`src/rtl/clf_pkg.sv`:
```
// Shared types and constants for the CRLF line framer.
`default_nettype none

package clf_pkg;

    localparam int unsigned CNT_W     = 21;
    localparam int unsigned BYTE_W    = 8;
    localparam logic [CNT_W-1:0] LIMIT_CAP = 21'd1048576;
    localparam logic [BYTE_W-1:0] BYTE_LF = 8'h0A;
    localparam logic [BYTE_W-1:0] BYTE_CR = 8'h0D;

    typedef enum logic [1:0] {
        KIND_PAYLOAD  = 2'd0,
        KIND_EOL      = 2'd1,
        KIND_OVERFLOW = 2'd2
    } kind_t;

    // One queue entry holds every result of one input byte; pre_cr marks a
    // released CR that goes out ahead of the main result.
    typedef struct packed {
        logic              pre_cr;
        logic [BYTE_W-1:0] data;
        kind_t             kind;
    } qent_t;

endpackage

`default_nettype wire

```
`src/rtl/clf_in_if.sv`:
```
// Byte input channel: valid/ready with byte and chunk-end flag.
`default_nettype none

interface clf_in_if;
    logic       valid;
    logic       ready;
    logic [7:0] in_byte;
    logic       chunk_end;

    modport source (output valid, output in_byte, output chunk_end, input ready);
    modport sink   (input valid, input in_byte, input chunk_end, output ready);
endinterface

`default_nettype wire

```
`src/rtl/clf_out_if.sv`:
```
// Result output channel: valid/ready with byte, kind and last flag.
`default_nettype none

interface clf_out_if;
    logic       valid;
    logic       ready;
    logic [7:0] out_byte;
    logic [1:0] out_kind;
    logic       last_of_item;

    modport source (output valid, output out_byte, output out_kind,
                    output last_of_item, input ready);
    modport sink   (input valid, input out_byte, input out_kind,
                    input last_of_item, output ready);
endinterface

`default_nettype wire

```
`src/rtl/clf_front.sv`:
```
// Front end: limit register, line state and per-byte classification.
`default_nettype none

module clf_front
    import clf_pkg::*;
(
    input  wire logic             clk,
    input  wire logic             rst_n,
    input  wire logic             wr_en,
    input  wire logic [CNT_W-1:0] wr_data,
    input  wire logic             in_valid,
    output logic                  in_ready,
    input  wire logic [7:0]       in_byte,
    input  wire logic             chunk_end,
    input  wire logic             q_full,
    output logic                  push,
    output qent_t                 push_ent
);

    logic [CNT_W-1:0] limit_reg, limit_next;
    logic [CNT_W-1:0] line_count_reg, line_count_next;
    logic             cr_held_reg, cr_held_next;
    logic             discarding_reg, discarding_next;

    logic [CNT_W-1:0] lim;
    logic [CNT_W-1:0] cnt_adj;
    logic             is_lf, is_cr, accept;

    always_ff @(posedge clk or negedge rst_n)
    begin
        if (!rst_n)
        begin
            limit_reg      <= LIMIT_CAP;
            line_count_reg <= '0;
            cr_held_reg    <= 1'b0;
            discarding_reg <= 1'b0;
        end
        else
        begin
            limit_reg      <= limit_next;
            line_count_reg <= line_count_next;
            cr_held_reg    <= cr_held_next;
            discarding_reg <= discarding_next;
        end
    end

    assign in_ready = !q_full;
    assign accept   = in_valid && in_ready;
    assign is_lf    = (in_byte == BYTE_LF);
    assign is_cr    = (in_byte == BYTE_CR);
    assign lim      = (limit_reg > LIMIT_CAP) ? LIMIT_CAP : limit_reg;
    // a held CR before LF is dropped, so it does not count toward the line
    assign cnt_adj  = (cr_held_reg && line_count_reg != '0) ?
                      line_count_reg - CNT_W'(1) : line_count_reg;

    always_comb
    begin
        limit_next      = wr_en ? wr_data : limit_reg;
        line_count_next = line_count_reg;
        cr_held_next    = cr_held_reg;
        discarding_next = discarding_reg;
        push            = 1'b0;
        push_ent.pre_cr = 1'b0;
        push_ent.data   = '0;
        push_ent.kind   = KIND_EOL;

        if (accept)
        begin
            if (discarding_reg)
            begin
                if (chunk_end)
                begin
                    discarding_next = 1'b0;
                end
            end
            else if (is_lf)
            begin
                push         = 1'b1;
                cr_held_next = 1'b0;
                line_count_next = '0;
                if (cnt_adj > lim)
                begin
                    push_ent.kind   = KIND_OVERFLOW;
                    discarding_next = !chunk_end;
                end
                else
                begin
                    push_ent.kind = KIND_EOL;
                end
            end
            else if ((line_count_reg == lim && !is_cr) || line_count_reg > lim)
            begin
                push            = 1'b1;
                push_ent.kind   = KIND_OVERFLOW;
                line_count_next = '0;
                cr_held_next    = 1'b0;
                discarding_next = !chunk_end;
            end
            else
            begin
                line_count_next = line_count_reg + CNT_W'(1);
                if (is_cr)
                begin
                    // release an earlier CR, hold this one
                    push            = cr_held_reg;
                    push_ent.data   = BYTE_CR;
                    push_ent.kind   = KIND_PAYLOAD;
                    cr_held_next    = 1'b1;
                end
                else
                begin
                    push            = 1'b1;
                    push_ent.pre_cr = cr_held_reg;
                    push_ent.data   = in_byte;
                    push_ent.kind   = KIND_PAYLOAD;
                    cr_held_next    = 1'b0;
                end
            end
        end
    end

endmodule

`default_nettype wire

```
`src/rtl/clf_queue.sv`:
```
// Small FIFO of per-byte result entries between front and back.
`default_nettype none

module clf_queue
    import clf_pkg::*;
#(
    parameter int unsigned DEPTH = 4
)
(
    input  wire logic  clk,
    input  wire logic  rst_n,
    input  wire logic  push,
    input  wire qent_t push_ent,
    input  wire logic  pop,
    output logic       full,
    output logic       not_empty,
    output qent_t      head
);

    localparam int unsigned PW = (DEPTH > 1) ? $clog2(DEPTH) : 1;
    localparam int unsigned CW = $clog2(DEPTH + 1);
    localparam logic [PW-1:0] LAST_PTR = PW'(DEPTH - 1);

    qent_t          entries_reg [DEPTH];
    logic [PW-1:0]  wr_ptr_reg, wr_ptr_next;
    logic [PW-1:0]  rd_ptr_reg, rd_ptr_next;
    logic [CW-1:0]  count_reg, count_next;
    logic           do_push, do_pop;

    assign full      = (count_reg == CW'(DEPTH));
    assign not_empty = (count_reg != '0);
    assign do_push   = push && !full;
    assign do_pop    = pop && not_empty;
    assign head      = entries_reg[rd_ptr_reg];

    always_comb
    begin
        wr_ptr_next = wr_ptr_reg;
        rd_ptr_next = rd_ptr_reg;
        count_next  = count_reg;
        if (do_push)
        begin
            wr_ptr_next = (wr_ptr_reg == LAST_PTR) ? '0 : wr_ptr_reg + PW'(1);
        end
        if (do_pop)
        begin
            rd_ptr_next = (rd_ptr_reg == LAST_PTR) ? '0 : rd_ptr_reg + PW'(1);
        end
        if (do_push && !do_pop)
        begin
            count_next = count_reg + CW'(1);
        end
        else if (do_pop && !do_push)
        begin
            count_next = count_reg - CW'(1);
        end
    end

    always_ff @(posedge clk or negedge rst_n)
    begin
        if (!rst_n)
        begin
            wr_ptr_reg <= '0;
            rd_ptr_reg <= '0;
            count_reg  <= '0;
        end
        else
        begin
            wr_ptr_reg <= wr_ptr_next;
            rd_ptr_reg <= rd_ptr_next;
            count_reg  <= count_next;
        end
    end

    always_ff @(posedge clk)
    begin
        if (do_push)
        begin
            entries_reg[wr_ptr_reg] <= push_ent;
        end
    end

endmodule

`default_nettype wire

```
`src/rtl/clf_back.sv`:
```
// Back end: expands queue entries into results and drives the output register.
`default_nettype none

module clf_back
    import clf_pkg::*;
(
    input  wire logic  clk,
    input  wire logic  rst_n,
    input  wire logic  not_empty,
    input  wire qent_t head,
    output logic       pop,
    output logic       out_valid,
    input  wire logic  out_ready,
    output logic [7:0] out_byte,
    output logic [1:0] out_kind,
    output logic       last_of_item
);

    logic       out_valid_reg, out_valid_next;
    logic       phase_reg, phase_next;
    logic [7:0] out_byte_reg, out_byte_next;
    kind_t      out_kind_reg, out_kind_next;
    logic       out_last_reg, out_last_next;
    logic       load;

    assign load = not_empty && (!out_valid_reg || out_ready);

    always_comb
    begin
        out_valid_next = out_valid_reg;
        phase_next     = phase_reg;
        out_byte_next  = out_byte_reg;
        out_kind_next  = out_kind_reg;
        out_last_next  = out_last_reg;
        pop            = 1'b0;
        if (load)
        begin
            out_valid_next = 1'b1;
            if (head.pre_cr && !phase_reg)
            begin
                // released CR first, entry stays at the head
                out_byte_next = BYTE_CR;
                out_kind_next = KIND_PAYLOAD;
                out_last_next = 1'b0;
                phase_next    = 1'b1;
            end
            else
            begin
                out_byte_next = head.data;
                out_kind_next = head.kind;
                out_last_next = 1'b1;
                phase_next    = 1'b0;
                pop           = 1'b1;
            end
        end
        else if (out_ready)
        begin
            out_valid_next = 1'b0;
        end
    end

    always_ff @(posedge clk or negedge rst_n)
    begin
        if (!rst_n)
        begin
            out_valid_reg <= 1'b0;
            phase_reg     <= 1'b0;
        end
        else
        begin
            out_valid_reg <= out_valid_next;
            phase_reg     <= phase_next;
        end
    end

    always_ff @(posedge clk)
    begin
        out_byte_reg <= out_byte_next;
        out_kind_reg <= out_kind_next;
        out_last_reg <= out_last_next;
    end

    assign out_valid    = out_valid_reg;
    assign out_byte     = out_byte_reg;
    assign out_kind     = out_kind_reg;
    assign last_of_item = out_last_reg;

endmodule

`default_nettype wire

```
`src/rtl/crlf_line_framer_with_limit_top.sv`:
```
// Top level of the CRLF line framer with line-length limit.
//
//  channel   dir   handshake      payload
//  bytes     sink  valid/ready    in_byte[7:0], chunk_end
//  results   src   valid/ready    out_byte[7:0], out_kind[1:0], last_of_item
//  config    sink  wr_en          wr_data[20:0] (max_line_bytes)
//
// One byte is accepted per cycle while the result queue has room; each queued
// entry yields one result, or two when a held CR is released ahead of a byte.
// A byte's entry is queued first, then loaded into the output register from the head.
// Reset clears line state and sets the limit to 1048576; no clearing pass.
// A stalled result side fills the queue, then bytes.ready drops.
`default_nettype none

module crlf_line_framer_with_limit_top
    import clf_pkg::*;
#(
    parameter int unsigned QUEUE_DEPTH = 4
)
(
    input  wire logic             clk,
    input  wire logic             rst_n,
    input  wire logic             wr_en,
    input  wire logic [CNT_W-1:0] wr_data,
    clf_in_if.sink                bytes,
    clf_out_if.source             results
);

    logic  q_full, q_not_empty, q_push, q_pop;
    qent_t q_push_ent, q_head;

    clf_front u_front (
        .clk       (clk),
        .rst_n     (rst_n),
        .wr_en     (wr_en),
        .wr_data   (wr_data),
        .in_valid  (bytes.valid),
        .in_ready  (bytes.ready),
        .in_byte   (bytes.in_byte),
        .chunk_end (bytes.chunk_end),
        .q_full    (q_full),
        .push      (q_push),
        .push_ent  (q_push_ent)
    );

    clf_queue #(
        .DEPTH (QUEUE_DEPTH)
    ) u_queue (
        .clk       (clk),
        .rst_n     (rst_n),
        .push      (q_push),
        .push_ent  (q_push_ent),
        .pop       (q_pop),
        .full      (q_full),
        .not_empty (q_not_empty),
        .head      (q_head)
    );

    clf_back u_back (
        .clk          (clk),
        .rst_n        (rst_n),
        .not_empty    (q_not_empty),
        .head         (q_head),
        .pop          (q_pop),
        .out_valid    (results.valid),
        .out_ready    (results.ready),
        .out_byte     (results.out_byte),
        .out_kind     (results.out_kind),
        .last_of_item (results.last_of_item)
    );

endmodule

`default_nettype wire
```
`src/flat_wrapper.sv`:
```
// flat-port wrapper written by rule: the top's interface ports become plain ports
module crlf_line_framer_with_limit_top_flat import clf_pkg::*;
#(
    parameter int unsigned QUEUE_DEPTH = 4
)
  (clk, rst_n, wr_en, wr_data, bytes_valid, bytes_in_byte, bytes_chunk_end, bytes_ready, results_valid, results_out_byte, results_out_kind, results_last_of_item, results_ready);
  clf_in_if bytes_i ();
  clf_out_if results_i ();
  input  wire logic clk;
  input  wire logic rst_n;
  input  wire logic wr_en;
  input  wire logic [CNT_W-1:0] wr_data;
  input wire logic [$bits(bytes_i.valid)-1:0] bytes_valid;
  input wire logic [$bits(bytes_i.in_byte)-1:0] bytes_in_byte;
  input wire logic [$bits(bytes_i.chunk_end)-1:0] bytes_chunk_end;
  output wire logic [$bits(bytes_i.ready)-1:0] bytes_ready;
  output wire logic [$bits(results_i.valid)-1:0] results_valid;
  output wire logic [$bits(results_i.out_byte)-1:0] results_out_byte;
  output wire logic [$bits(results_i.out_kind)-1:0] results_out_kind;
  output wire logic [$bits(results_i.last_of_item)-1:0] results_last_of_item;
  input wire logic [$bits(results_i.ready)-1:0] results_ready;
  assign bytes_i.valid = bytes_valid;
  assign bytes_i.in_byte = bytes_in_byte;
  assign bytes_i.chunk_end = bytes_chunk_end;
  assign bytes_ready = bytes_i.ready;
  assign results_valid = results_i.valid;
  assign results_out_byte = results_i.out_byte;
  assign results_out_kind = results_i.out_kind;
  assign results_last_of_item = results_i.last_of_item;
  assign results_i.ready = results_ready;
  crlf_line_framer_with_limit_top #(.QUEUE_DEPTH(QUEUE_DEPTH)) u_core (.clk(clk), .rst_n(rst_n), .wr_en(wr_en), .wr_data(wr_data), .bytes(bytes_i), .results(results_i));
endmodule
```
`config.mk`:
```
export PLATFORM = sky130hd
export DESIGN_NAME = crlf_line_framer_with_limit_top_flat
export DESIGN_NICKNAME = d
export VERILOG_FILES = /design/src/rtl/clf_pkg.sv /design/src/rtl/clf_in_if.sv /design/src/rtl/clf_out_if.sv /design/src/rtl/clf_front.sv /design/src/rtl/clf_queue.sv /design/src/rtl/clf_back.sv /design/src/rtl/crlf_line_framer_with_limit_top.sv /design/src/flat_wrapper.sv
export SDC_FILE = /design/constraint.sdc
export NUM_CORES = 1
export LEC_CHECK = 0
export ABC_CLOCK_PERIOD_IN_PS = 3600
export BUFFER_PORTS_ARGS = -buffer_cell sky130_fd_sc_hd__buf_2
export CAP_MARGIN = 20
export CORE_UTILIZATION = 40
export CTS_BUF_LIST = sky130_fd_sc_hd__clkbuf_8
export DETAILED_ROUTE_END_ITERATION = 10
export GPL_ROUTABILITY_DRIVEN = 1
export PLACE_DENSITY = 0.56
export SYNTH_ARGS = -nofsm -noshare
export SYNTH_HDL_FRONTEND = slang
export SYNTH_SLANG_ARGS = --single-unit
```
`constraint.sdc`:
```
create_clock -name clk -period 3.6 [get_ports clk]
set_input_delay 0 -clock clk [delete_from_list [all_inputs] [get_ports clk]]
set_output_delay 0 -clock clk [all_outputs]
set_load 0.005 [all_outputs]
```
==> impl_metrics.env, run 1 <==
export IMPL_run_status="complete, but fails checks"
export IMPL_violations="setup timing"
export IMPL_vias_in_the_first_global_route=4738
export IMPL_synth_cells=529
export IMPL_leakage_dissipation_nw=3.54
export IMPL_finalSetupViolations=10
export IMPL_synth_cell_type_count=58
export IMPL_first_pass_grt_wire_length_mm=23.5
export IMPL_final_number_of_hold_violating_endpoints=0
export IMPL_route_detailed_vias_per_inst=5.20
export IMPL_maxCapViolCount=0
export IMPL_total_area_of_sequential_cells_sq_um=2980
export IMPL_synth_seq_cells=108
export IMPL_critical_path_peak_fanout=4
export IMPL_final_setup_skew_ns=0.0101
export IMPL_avgSynthCellArea_sq_um=11.5
export IMPL_floorplan_rows=44
export IMPL_buffer_ports_inserted=47
export IMPL_fp_dieW_um=125
export IMPL_power_frac_clock_pct=18.1
export IMPL_synth_main_ff_cell="sky130_fd_sc_hd__edfxtp_1"
export IMPL_holdCritPathClass="input port to register"
export IMPL_post_place_cells=831
export IMPL_worstPathArrival_ns=4.07
export IMPL_cts_htree_levels=3
export IMPL_design_power_total_mw=4.47
export IMPL_worst_skew_pair_late_latency_ns=0.39
export IMPL_drt_antenna_violating_nets=0
export IMPL_synth_sequential_area_ratio_pct=48.9
export IMPL_slew_viol_final=0
export IMPL_critPathLaunchType="register"
export IMPL_synth_enable_flop_cells=55
export IMPL_drt_total_wl_mm=14.1
export IMPL_layout_cells_most_common_list="97 x sky130_fd_sc_hd__buf_4, 55 x sky130_fd_sc_hd__edfxtp_1, 52 x sky130_fd_sc_hd__dfrtp_1"
export IMPL_finalHoldWorstSlack_ns=0.0301
export IMPL_timing_reg2reg_setup_slack_ns=-0.31
export IMPL_slew_headroom_pct=52.4
export IMPL_p_switching_mw=1.52
export IMPL_seqPwrFrac_pct=40.2
export IMPL_syn_to_final_growth_pct=31.2
export IMPL_layout_worst_path_cycle_share_pct=109
export IMPL_synth_warnings=0
export IMPL_detail_route_iter0_violations=219
export IMPL_final_fill_count=1253
export IMPL_setup_total_negative_slack_ns=-2.62
export IMPL_core_region_area_sq_um=14700
export IMPL_numCtsBuffers=9
export IMPL_mappedNetlistArea_sq_um=6090
export IMPL_required_ns=3.75
export IMPL_antenna_found_initial=0
export IMPL_worst_slew_pin_transition_ns=0.714
export IMPL_floorplan_die_area_sq_um=15700
export IMPL_timing_fmax_mhz=256
export IMPL_cellPowerDensity_nw_per_um2=560
export IMPL_place_ws_ns=-0.460
export IMPL_globalplace_congestion=0.885
export IMPL_clk_pin_slew_worst_paths_ns=0.11
export IMPL_remaining_drc_errors=0
export IMPL_drt_first_pass_iters=6
export IMPL_drive_above_1_share_pct=35.5
export IMPL_starting_density_pct=41.4
export IMPL_criticalPathCategory="register to register"
export IMPL_multi_input_area_sq_um=3190
export IMPL_grt_start_max_net_pins=54
export IMPL_synthesis_nets=615
export IMPL_p_comb_share_pct=41.7
export IMPL_design_portCount=48
export IMPL_rsz_0062_raised_after_global_routing="true"
export IMPL_clkSinkCount=108
export IMPL_largest_register_ff_count=44
export IMPL_timing_critical_path_to_type="register"
export IMPL_detail_routed_net_length_per_standard_cell_um=16.0
export IMPL_grt_overflow_total=0
export IMPL_final_common_cell="sky130_fd_sc_hd__buf_4"
export IMPL_grt_use_total_pct=19.1
export IMPL_via_count=4588
export IMPL_power_share_switching_pct=34.1
export IMPL_final_setup_worst_slack_ns=-0.314
export IMPL_finish_net_count=780
export IMPL_final_period_minus_worst_setup_slack_ns=3.91
export IMPL_dp_final_hpwl_mm=10.6
export IMPL_cts_tree="built"
export IMPL_worst_ir_drop_vdd_mv=0.276
export IMPL_clock_tree_root_cell="sky130_fd_sc_hd__clkbuf_8"
export IMPL_n_antenna_cell=0
export IMPL_die_height_um=125
export IMPL_internal_power_mw=2.95
export IMPL_finish_cell_count_without_fillers=883
export IMPL_ffs_w_async_s_r_synth_pct=49.1
export IMPL_maximum_buffer_depth_of_the_clock_tree=2
[layout make-up]
type                       count  area share, %
clock buffer                   9           1.55
clock inverter                 7           1.22
inverter                      22           1.03
multi-input combinational    379           40.0
sequential                   108           37.3
tap                          184           2.88
timing repair buffer         174           16.1
[critical path, cell delays in order (launching register included)]
cell and delay [ns]:
sky130_fd_sc_hd__dfrtp_1 0.42, sky130_fd_sc_hd__or4_4 0.56, sky130_fd_sc_hd__nor4b_4 0.30, sky130_fd_sc_hd__and3_4 0.26, sky130_fd_sc_hd__nand2_4 0.06, sky130_fd_sc_hd__or3_4 0.32, sky130_fd_sc_hd__xnor2_1 0.13, sky130_fd_sc_hd__ha_1 0.28
sky130_fd_sc_hd__nand4_1 0.19, sky130_fd_sc_hd__nor4_4 0.36, sky130_fd_sc_hd__and4_1 0.25, sky130_fd_sc_hd__a21boi_2 0.17, sky130_fd_sc_hd__o21ai_2 0.10, sky130_fd_sc_hd__or2_4 0.26
[logic make-up (layout without fill, tap and decap cells)]
| group | Yosys count | after routing | share of synthesized area (%) |
|---|---|---|---|
| multiplexers | 38 | 38 | 9.04 |
| AO/OA/AOI/OAI | 54 | 54 | 6.12 |
| adder cells (fa/ha/maj) | 51 | 51 | 10.6 |
| flip-flops | 108 | 108 | 48.9 |
| XOR/XNOR | 38 | 38 | 5.59 |
| buffers and inverters | 42 | 212 | 2.75 |
| AND/OR/NAND/NOR | 198 | 198 | 17.0 |
[stage by stage]
step | util, % | area (sq um)
2_1_floorplan | - | 6120
3_3_place_gp | 48.9 | 7190
3_5_place_dp | 48.9 | 7190
4_1_cts | 53.1 | 7800
5_1_grt | 54.3 | 7990
6_report | 54.3 | 7990
[power groups by stage]
| stage | Combinational, mW | Sequential (mW) | Clock (mW) |
|---|---|---|---|
| after floorplan | 1.05 | 1.81 | 0 |
| after global placement | 1.68 | 1.82 | 0 |
| after detailed placement | 1.71 | 1.83 | 0 |
| after CTS | 1.79 | 1.80 | 0.835 |
| after global routing | 2.07 | 1.83 | 0.885 |
| final | 1.86 | 1.80 | 0.811 |
[cell usage after synthesis, types with 2 or more instances]
cell type / n / area (sq um)
sky130_fd_sc_hd__and4_1: 2 / 17.5
sky130_fd_sc_hd__a31oi_1: 2 / 12.5
sky130_fd_sc_hd__a21oi_1: 17 / 85.1
sky130_fd_sc_hd__xor2_1: 23 / 201
sky130_fd_sc_hd__or4_4: 2 / 22.5
sky130_fd_sc_hd__a21o_1: 3 / 22.5
sky130_fd_sc_hd__and3_1: 7 / 43.8
sky130_fd_sc_hd__and2_1: 11 / 68.8
sky130_fd_sc_hd__buf_2: 2 / 10.0
sky130_fd_sc_hd__ha_1: 50 / 626
sky130_fd_sc_hd__nand4_1: 13 / 81.3
sky130_fd_sc_hd__a2bb2oi_1: 2 / 17.5
sky130_fd_sc_hd__xnor2_1: 14 / 123
sky130_fd_sc_hd__nand2b_1: 2 / 12.5
sky130_fd_sc_hd__or2_2: 4 / 25.0
sky130_fd_sc_hd__nor2_1: 44 / 165
sky130_fd_sc_hd__buf_1: 4 / 15.0
sky130_fd_sc_hd__o21ai_0: 13 / 65.1
sky130_fd_sc_hd__nor2b_1: 15 / 93.8
sky130_fd_sc_hd__dfrtp_1: 52 / 1300
sky130_fd_sc_hd__inv_1: 22 / 82.6
sky130_fd_sc_hd__o21a_1: 3 / 22.5
sky130_fd_sc_hd__mux4_2: 11 / 248
sky130_fd_sc_hd__a21boi_0: 2 / 15.0
sky130_fd_sc_hd__nor3_1: 7 / 35.0
sky130_fd_sc_hd__edfxtp_1: 55 / 1650
sky130_fd_sc_hd__nor4_1: 14 / 87.6
sky130_fd_sc_hd__nand3_1: 20 / 100
sky130_fd_sc_hd__clkbuf_1: 13 / 48.8
sky130_fd_sc_hd__nand2_1: 45 / 169
sky130_fd_sc_hd__mux2_2: 26 / 293
sky130_fd_sc_hd__nand3b_1: 3 / 22.5
[final timing paths]
check / start / to / cells after the start
setup / recovery: u_core.u_front.line_count_reg[3]$_DFFE_PN0P_ / u_core.u_queue.entries_reg[0][0]$_DFFE_PP_ / 13
min in group asynchronous: rst_n / u_core.u_front.limit_reg[5]$_DFFE_PN0P_ / 3
hold reg to reg: u_core.u_queue.count_reg[2]$_DFFE_PN0P_ / u_core.u_queue.count_reg[2]$_DFFE_PN0P_ / 1
setup reg to reg: u_core.u_front.line_count_reg[3]$_DFFE_PN0P_ / u_core.u_queue.entries_reg[0][0]$_DFFE_PP_ / 13
hold / removal: bytes_in_byte[6] / u_core.u_queue.entries_reg[1][8]$_DFFE_PP_ / 2
max in group asynchronous: rst_n / u_core.u_queue.wr_ptr_reg[0]$_DFFE_PN0P_ / 3
[timing repair]
action | in CTS | in global routing
endpoints found under the hold margin | 83 | 0
hold buffers | 28 | 0
gates resized for setup | 21 | 26
setup endpoints to repair | 55 | 111
buffers inserted | 4 | 4
pin swaps | 12 | 11
[per-layer routing]
layer	vias up	GRT usage (%)	routed length (um)
li1	2248	-	-
met3	15	3.00	414
met2	61	31.9	6830
met4	0	5.38	180
met1	2264	25.7	6710
met5	-	0	0
Power figures use the tool's default switching activity.
==> run 2: changes to the inputs <==
--- a/config.mk
+++ b/config.mk
@@ -8,11 +8,11 @@
 export ABC_CLOCK_PERIOD_IN_PS = 3600
 export BUFFER_PORTS_ARGS = -buffer_cell sky130_fd_sc_hd__buf_2
 export CAP_MARGIN = 20
-export CORE_UTILIZATION = 40
+export CORE_UTILIZATION = 30
 export CTS_BUF_LIST = sky130_fd_sc_hd__clkbuf_8
 export DETAILED_ROUTE_END_ITERATION = 10
 export GPL_ROUTABILITY_DRIVEN = 1
-export PLACE_DENSITY = 0.56
+export PLACE_DENSITY = 0.44
 export SYNTH_ARGS = -nofsm -noshare
 export SYNTH_HDL_FRONTEND = slang
 export SYNTH_SLANG_ARGS = --single-unit
==> impl_metrics.env, run 2 (same netlist as run 1, synthesis figures left out) <==
export IMPL_syn_to_final_growth_pct=34.3
export IMPL_first_pass_grt_wire_length_mm=24.3
export IMPL_finish_net_count=792
export IMPL_crit_reg2reg_capture="u_core.u_queue.entries_reg[2][0]$_DFFE_PP_"
export IMPL_final_setup_skew_ns=0.0137
export IMPL_run_status="complete, but fails checks"
export IMPL_starting_density_pct=31.0
export IMPL_via_count=4548
export IMPL_final_design_area_no_fill_sq_um=8180
export IMPL_globalRouteMet2Util_pct=28.5
export IMPL_clkSinkCount=108
export IMPL_final_common_cell="sky130_fd_sc_hd__buf_4"
export IMPL_cellPowerDensity_nw_per_um2=546
export IMPL_antenna_found_initial=0
export IMPL_globalplace_congestion=0.825
export IMPL_timing_fmax_mhz=254
export IMPL_p_comb_share_pct=41.4
export IMPL_final_setup_worst_slack_ns=-0.343
export IMPL_finalSetupViolations=10
export IMPL_worst_hold_startpoint="bytes_in_byte[4]"
export IMPL_fp_dieW_um=144
export IMPL_slowest_stage="sky130_fd_sc_hd__or4_4"
export IMPL_detail_route_iter0_violations=159
export IMPL_drt_antenna_violating_nets=0
export IMPL_worstReg2RegStart="u_core.u_front.line_count_reg[6]$_DFFE_PN0P_"
export IMPL_power_share_switching_pct=34.5
export IMPL_slew_viol_final=0
export IMPL_cp_slowest_stage_delay_ns=0.59
export IMPL_power_frac_clock_pct=18.3
export IMPL_postPlaceCellArea_sq_um=7340
export IMPL_floorplan_die_area_sq_um=20900
export IMPL_n_antenna_cell=0
export IMPL_critical_path_buf_inv_count=0
export IMPL_numCtsBuffers=9
export IMPL_maximum_buffer_depth_of_the_clock_tree=2
export IMPL_largest_register_ff_count=44
export IMPL_layout_cells_most_common_list="103 x sky130_fd_sc_hd__buf_4, 55 x sky130_fd_sc_hd__edfxtp_1, 52 x sky130_fd_sc_hd__dfrtp_1"
export IMPL_grt_start_max_net_pins=29
export IMPL_cp_cell_sequence="or4_4 -> nor4b_4 -> and3_4 -> nand2_4 -> or4_4 -> xnor2_2 -> ha_1 -> nand4_1 -> nor4_4 -> and4_1 -> a21boi_2 -> o21ai_2 -> or2_4"
export IMPL_remaining_drc_errors=0
export IMPL_maxCapViolCount=0
export IMPL_die_height_um=144
export IMPL_critical_path_peak_fanout=4
export IMPL_design_portCount=48
export IMPL_detail_routed_net_length_per_standard_cell_um=15.3
export IMPL_vias_in_the_first_global_route=4734
export IMPL_cts_htree_levels=3
export IMPL_worst_path_most_repeated_cell="sky130_fd_sc_hd__or4_4"
export IMPL_holdCritPathClass="input port to register"
export IMPL_critical_path_top_delay_family="simple AND/OR/NAND/NOR gates"
export IMPL_grt_use_total_pct=15.7
export IMPL_critPathLaunchType="register"
export IMPL_timing_reg2reg_setup_slack_ns=-0.34
export IMPL_r2r_cells=13
export IMPL_global_route_usage_met3_pct=2.68
export IMPL_leakage_dissipation_nw=3.60
export IMPL_drt_first_pass_iters=4
export IMPL_grt_met1_usage_pct=18.2
export IMPL_buffer_ports_inserted=47
export IMPL_seqPwrFrac_pct=40.2
export IMPL_clock_tree_root_cell="sky130_fd_sc_hd__clkbuf_8"
export IMPL_timing_critical_path_to_type="register"
export IMPL_dp_final_hpwl_mm=11.6
export IMPL_cts_tree="built"
export IMPL_worst_skew_pair_late_latency_ns=0.39
export IMPL_core_region_area_sq_um=19700
export IMPL_floorplan_rows=51
export IMPL_slew_headroom_pct=46.7
export IMPL_route_detailed_vias_per_inst=4.66
export IMPL_clk_pin_slew_worst_paths_ns=0.12
export IMPL_final_fill_count=1953
export IMPL_globalRoute_busiestLayer="met2"
export IMPL_internal_power_mw=2.93
export IMPL_p_switching_mw=1.54
export IMPL_grt_overflow_total=0
export IMPL_layout_worst_path_cycle_share_pct=110
export IMPL_worst_hold_path_num_cells=2
export IMPL_criticalPathCategory="register to register"
export IMPL_drive_above_1_share_pct=36.4
export IMPL_violations="setup timing"
export IMPL_final_core_area_utilization_pct=41.6
export IMPL_hold_end="u_core.u_queue.entries_reg[1][6]$_DFFE_PP_"
export IMPL_design_power_total_mw=4.47
export IMPL_rsz_0062_raised_after_global_routing="true"
export IMPL_worst_ir_drop_vdd_mv=0.231
export IMPL_final_period_minus_worst_setup_slack_ns=3.94
export IMPL_drt_total_wl_mm=14.9
export IMPL_worst_slew_pin_transition_ns=0.793
export IMPL_worstPathArrival_ns=4.08
export IMPL_required_ns=3.74
export IMPL_final_number_of_hold_violating_endpoints=0
run 2: changes by cell type in the layout (fill, tap and decap cells not counted), sizes merged:
cell | previous run | this run
dlygate4sd3 | 28 | 32
clkinvlp | 0 | 1
clkinv | 2 | 3
buf | 146 | 154
inv | 26 | 24
run 2: power by group through the flow:
stage | clock (mW) | sequential (mW) | combinational, mW
2_1_floorplan | 0 | 1.81 | 1.05
6_report | 0.819 | 1.80 | 1.85
3_3_place_gp | 0 | 1.82 | 1.70
5_1_grt | 0.897 | 1.84 | 2.06
3_5_place_dp | 0 | 1.83 | 1.74
4_1_cts | 0.857 | 1.80 | 1.82
run 2: repair_timing:
item / 4_1_cts / 5_1_grt
endpoints found under the setup margin: 55 / 71
endpoints found under the hold margin: 68 / 0
buffers inserted: 3 / 5
gates cloned: 1 / 0
resized for setup: 30 / 26
hold buffers: 32 / 0
pin swaps: 11 / 17
run 2: per-stage QoR:
stage / hold WS [ns] / TNS [ns] / worst slack (ns) / std cells
after global routing: 0.000157 / -4.25 / -0.468 / 976
final: 0.00473 / -2.73 / -0.343 / 976
after detailed placement: 0.0868 / -19.55 / -0.529 / 920
after floorplan: -0.296 / -0.614 / -0.0783 / 529
after CTS: 0.000631 / -3.22 / -0.367 / 971
after global placement: 0.0872 / -15.38 / -0.497 / 920
run 2: layout make-up:
| class | instances | area [sq um] | share of cell area [%] |
|---|---|---|---|
| Sequential cell | 108 | 2980 | 36.4 |
| Clock buffer | 9 | 124 | 1.51 |
| Multi-Input combinational cell | 379 | 3190 | 39.0 |
| Inverter | 22 | 82.6 | 1.01 |
| Clock inverter | 7 | 101 | 1.24 |
| Timing Repair Buffer | 186 | 1370 | 16.8 |
| Tap cell | 265 | 332 | 4.05 |
run 2: how the worst max path moves through the flow:
stage	slack [ns]	end	cells after the start	from
after CTS	-0.37	u_core.u_queue.entries_reg[2][0]$_DFFE_PP_	13	u_core.u_front.line_count_reg[6]$_DFFE_PN0P_
final	-0.34	u_core.u_queue.entries_reg[2][0]$_DFFE_PP_	13	u_core.u_front.line_count_reg[6]$_DFFE_PN0P_
after floorplan	-0.08	u_core.u_queue.entries_reg[0][0]$_DFFE_PP_	14	u_core.u_front.line_count_reg[3]$_DFFE_PN0P_
after detailed placement	-0.53	u_core.u_queue.entries_reg[0][0]$_DFFE_PP_	13	u_core.u_front.line_count_reg[6]$_DFFE_PN0P_
after global routing	-0.47	u_core.u_queue.entries_reg[2][0]$_DFFE_PP_	13	u_core.u_front.line_count_reg[6]$_DFFE_PN0P_
after global placement	-0.50	u_core.u_queue.entries_reg[0][0]$_DFFE_PP_	13	u_core.u_front.line_count_reg[6]$_DFFE_PN0P_
run 2: per-layer routing:
layer  wire length [um]  vias to the layer above
met1               6480                     2187
met3                336                       24
met5                  0                        -
met4                328                        0
met2               7790                       61
li1                   -                     2276
run 2: worst register-to-register path, stage by stage (launching register included):
cell,delay [ns]
sky130_fd_sc_hd__dfrtp_1,0.40
sky130_fd_sc_hd__or4_4,0.59
sky130_fd_sc_hd__nor4b_4,0.30
sky130_fd_sc_hd__and3_4,0.27
sky130_fd_sc_hd__nand2_4,0.06
sky130_fd_sc_hd__or4_4,0.42
sky130_fd_sc_hd__xnor2_2,0.14
sky130_fd_sc_hd__ha_1,0.31
sky130_fd_sc_hd__nand4_1,0.17
sky130_fd_sc_hd__nor4_4,0.26
sky130_fd_sc_hd__and4_1,0.26
sky130_fd_sc_hd__a21boi_2,0.17
sky130_fd_sc_hd__o21ai_2,0.09
sky130_fd_sc_hd__or2_4,0.26
==> run 3: changes to the inputs <==
--- a/config.mk
+++ b/config.mk
@@ -6,7 +6,7 @@
 export NUM_CORES = 1
 export LEC_CHECK = 0
 export ABC_CLOCK_PERIOD_IN_PS = 3600
-export BUFFER_PORTS_ARGS = -buffer_cell sky130_fd_sc_hd__buf_2
+export BUFFER_PORTS_ARGS = -buffer_cell sky130_fd_sc_hd__buf_4
 export CAP_MARGIN = 20
 export CORE_UTILIZATION = 30
 export CTS_BUF_LIST = sky130_fd_sc_hd__clkbuf_8
==> impl_metrics.env, run 3 (same netlist as run 1, synthesis figures left out) <==
export IMPL_finish_net_count=798
export IMPL_detail_routed_net_length_per_standard_cell_um=15.3
export IMPL_final_core_area_utilization_pct=43.3
export IMPL_floorplan_die_area_sq_um=20900
export IMPL_vias_in_the_first_global_route=4640
export IMPL_core_region_area_sq_um=19700
export IMPL_slew_viol_final=0
export IMPL_required_ns=3.76
export IMPL_finalHoldWorstSlack_ns=0.0294
export IMPL_globalRoute_busiestLayer="met2"
export IMPL_slew_headroom_pct=47.7
export IMPL_design_portCount=48
export IMPL_clk_pin_slew_worst_paths_ns=0.12
export IMPL_global_route_usage_met3_pct=2.45
export IMPL_final_common_cell="sky130_fd_sc_hd__buf_4"
export IMPL_finish_cell_count_without_fillers=982
export IMPL_grt_met1_usage_pct=17.6
export IMPL_final_fill_count=1890
export IMPL_floorplan_rows=51
export IMPL_numCtsBuffers=9
export IMPL_die_height_um=144
export IMPL_run_status="complete, but fails checks"
export IMPL_critical_path_buf_inv_count=0
export IMPL_final_number_of_hold_violating_endpoints=0
export IMPL_globalRouteMet2Util_pct=28.4
export IMPL_post_place_cells=918
export IMPL_antenna_found_initial=0
export IMPL_drt_total_wl_mm=15.0
export IMPL_postPlaceCellArea_sq_um=7450
export IMPL_drt_first_pass_iters=4
export IMPL_cts_htree_levels=3
export IMPL_route_detailed_vias_per_inst=4.65
export IMPL_via_count=4571
export IMPL_grt_use_total_pct=15.3
export IMPL_worstPathArrival_ns=4.12
export IMPL_slowest_stage="sky130_fd_sc_hd__or4_4"
export IMPL_buffer_ports_inserted=47
export IMPL_syn_to_final_growth_pct=39.6
export IMPL_remaining_drc_errors=0
export IMPL_timing_critical_path_to_type="register"
export IMPL_criticalPathCategory="register to register"
export IMPL_final_period_minus_worst_setup_slack_ns=3.97
export IMPL_globalplace_congestion=0.806
export IMPL_critical_path_peak_fanout=4
export IMPL_final_setup_worst_slack_ns=-0.366
export IMPL_worst_slew_pin_transition_ns=0.778
export IMPL_clkSinkCount=108
export IMPL_clock_tree_root_cell="sky130_fd_sc_hd__clkbuf_8"
export IMPL_dp_final_hpwl_mm=11.5
export IMPL_drt_antenna_violating_nets=0
export IMPL_grt_overflow_total=0
export IMPL_final_setup_skew_ns=0.0194
export IMPL_cellPowerDensity_nw_per_um2=534
export IMPL_fp_dieW_um=144
export IMPL_critPathLaunchType="register"
export IMPL_worst_skew_pair_late_latency_ns=0.40
export IMPL_design_power_total_mw=4.54
export IMPL_first_pass_grt_wire_length_mm=23.8
export IMPL_final_design_area_no_fill_sq_um=8500
export IMPL_violations="setup timing"
export IMPL_layout_cells_most_common_list="149 x sky130_fd_sc_hd__buf_4, 55 x sky130_fd_sc_hd__edfxtp_1, 52 x sky130_fd_sc_hd__dfrtp_1"
export IMPL_drive_above_1_share_pct=38.9
export IMPL_cts_tree="built"
export IMPL_finalSetupViolations=10
export IMPL_worst_path_most_repeated_cell="sky130_fd_sc_hd__or4_4"
export IMPL_cp_cell_sequence="or4_4 -> nor4b_4 -> and3_4 -> nand2_4 -> or4_4 -> xnor2_2 -> ha_1 -> nand4_1 -> nor4_4 -> and4_1 -> a21boi_2 -> o21ai_2 -> or2_4"
export IMPL_critical_path_top_delay_family="simple AND/OR/NAND/NOR gates"
export IMPL_detail_route_iter0_violations=128
export IMPL_cp_slowest_stage_delay_ns=0.59
export IMPL_grt_start_max_net_pins=54
export IMPL_rsz_0062_raised_after_global_routing="true"
export IMPL_worst_ir_drop_vdd_mv=0.200
export IMPL_leakage_dissipation_nw=3.68
export IMPL_timing_fmax_mhz=252
export IMPL_n_antenna_cell=0
export IMPL_place_ws_ns=-0.587
export IMPL_maxCapViolCount=0
export IMPL_maximum_buffer_depth_of_the_clock_tree=2
export IMPL_holdCritPathClass="input port to register"
export IMPL_layout_worst_path_cycle_share_pct=110
export IMPL_largest_register_ff_count=44
export IMPL_setup_total_negative_slack_ns=-2.99
export IMPL_starting_density_pct=31.0
==> run 3: area by class of cell <==
| type | instances | area, sq um | share of cell area [%] |
|---|---|---|---|
| Tap cell | 265 | 332 | 3.90 |
| Clock inverter | 7 | 83.8 | 0.986 |
| Clock buffer | 9 | 124 | 1.46 |
| Sequential cell | 108 | 2980 | 35.0 |
| Multi-Input combinational cell | 379 | 3340 | 39.2 |
| Inverter | 22 | 82.6 | 0.971 |
| Timing Repair Buffer | 192 | 1570 | 18.4 |
==> run 3: path summary, 6_finish.rpt <==
kind                                                                   start                                         end  slack [ns]  depth (start not counted)
worst max-delay path            u_core.u_front.line_count_reg[6]$_DFFE_PN0P_  u_core.u_queue.entries_reg[0][0]$_DFFE_PP_       -0.37                         13
worst min-delay path                                        bytes_in_byte[4]  u_core.u_queue.entries_reg[3][6]$_DFFE_PP_        0.03                          2
worst max register to register  u_core.u_front.line_count_reg[6]$_DFFE_PN0P_  u_core.u_queue.entries_reg[0][0]$_DFFE_PP_       -0.37                         13
worst min register to register           u_core.u_back.phase_reg$_DFFE_PN0P_         u_core.u_back.phase_reg$_DFFE_PN0P_        0.49                          1
max in group asynchronous                                              rst_n    u_core.u_front.limit_reg[10]$_DFFE_PN0P_        2.90                          2
min in group asynchronous                                              rst_n   u_core.u_front.discarding_reg$_DFFE_PN0P_        0.20                          2
==> run 3: repair_timing <==
action | 4_1_cts | 5_1_grt
gates resized for setup | 42 | 41
hold endpoints to repair | 103 | 0
endpoints found under the setup margin | 56 | 101
cloned | 0 | 0
hold buffers | 35 | 0
setup buffers | 6 | 7
pin swaps | 21 | 22
==> run 3: layer usage <==
metal / routed length (um) / vias to the layer above
li1: - / 2288
met1: 6600 / 2201
met2: 7770 / 63
met3: 336 / 19
met4: 327 / 0
met5: 0 / -
==> run 3: power by group <==
group	internal [mW]	switching, mW	leakage, nW	total, mW
clock network	0.282	0.483	0.105	0.765
logic	1.04	0.934	2.40	1.97
registers	1.65	0.148	1.18	1.80
total	2.98	1.57	3.68	4.54
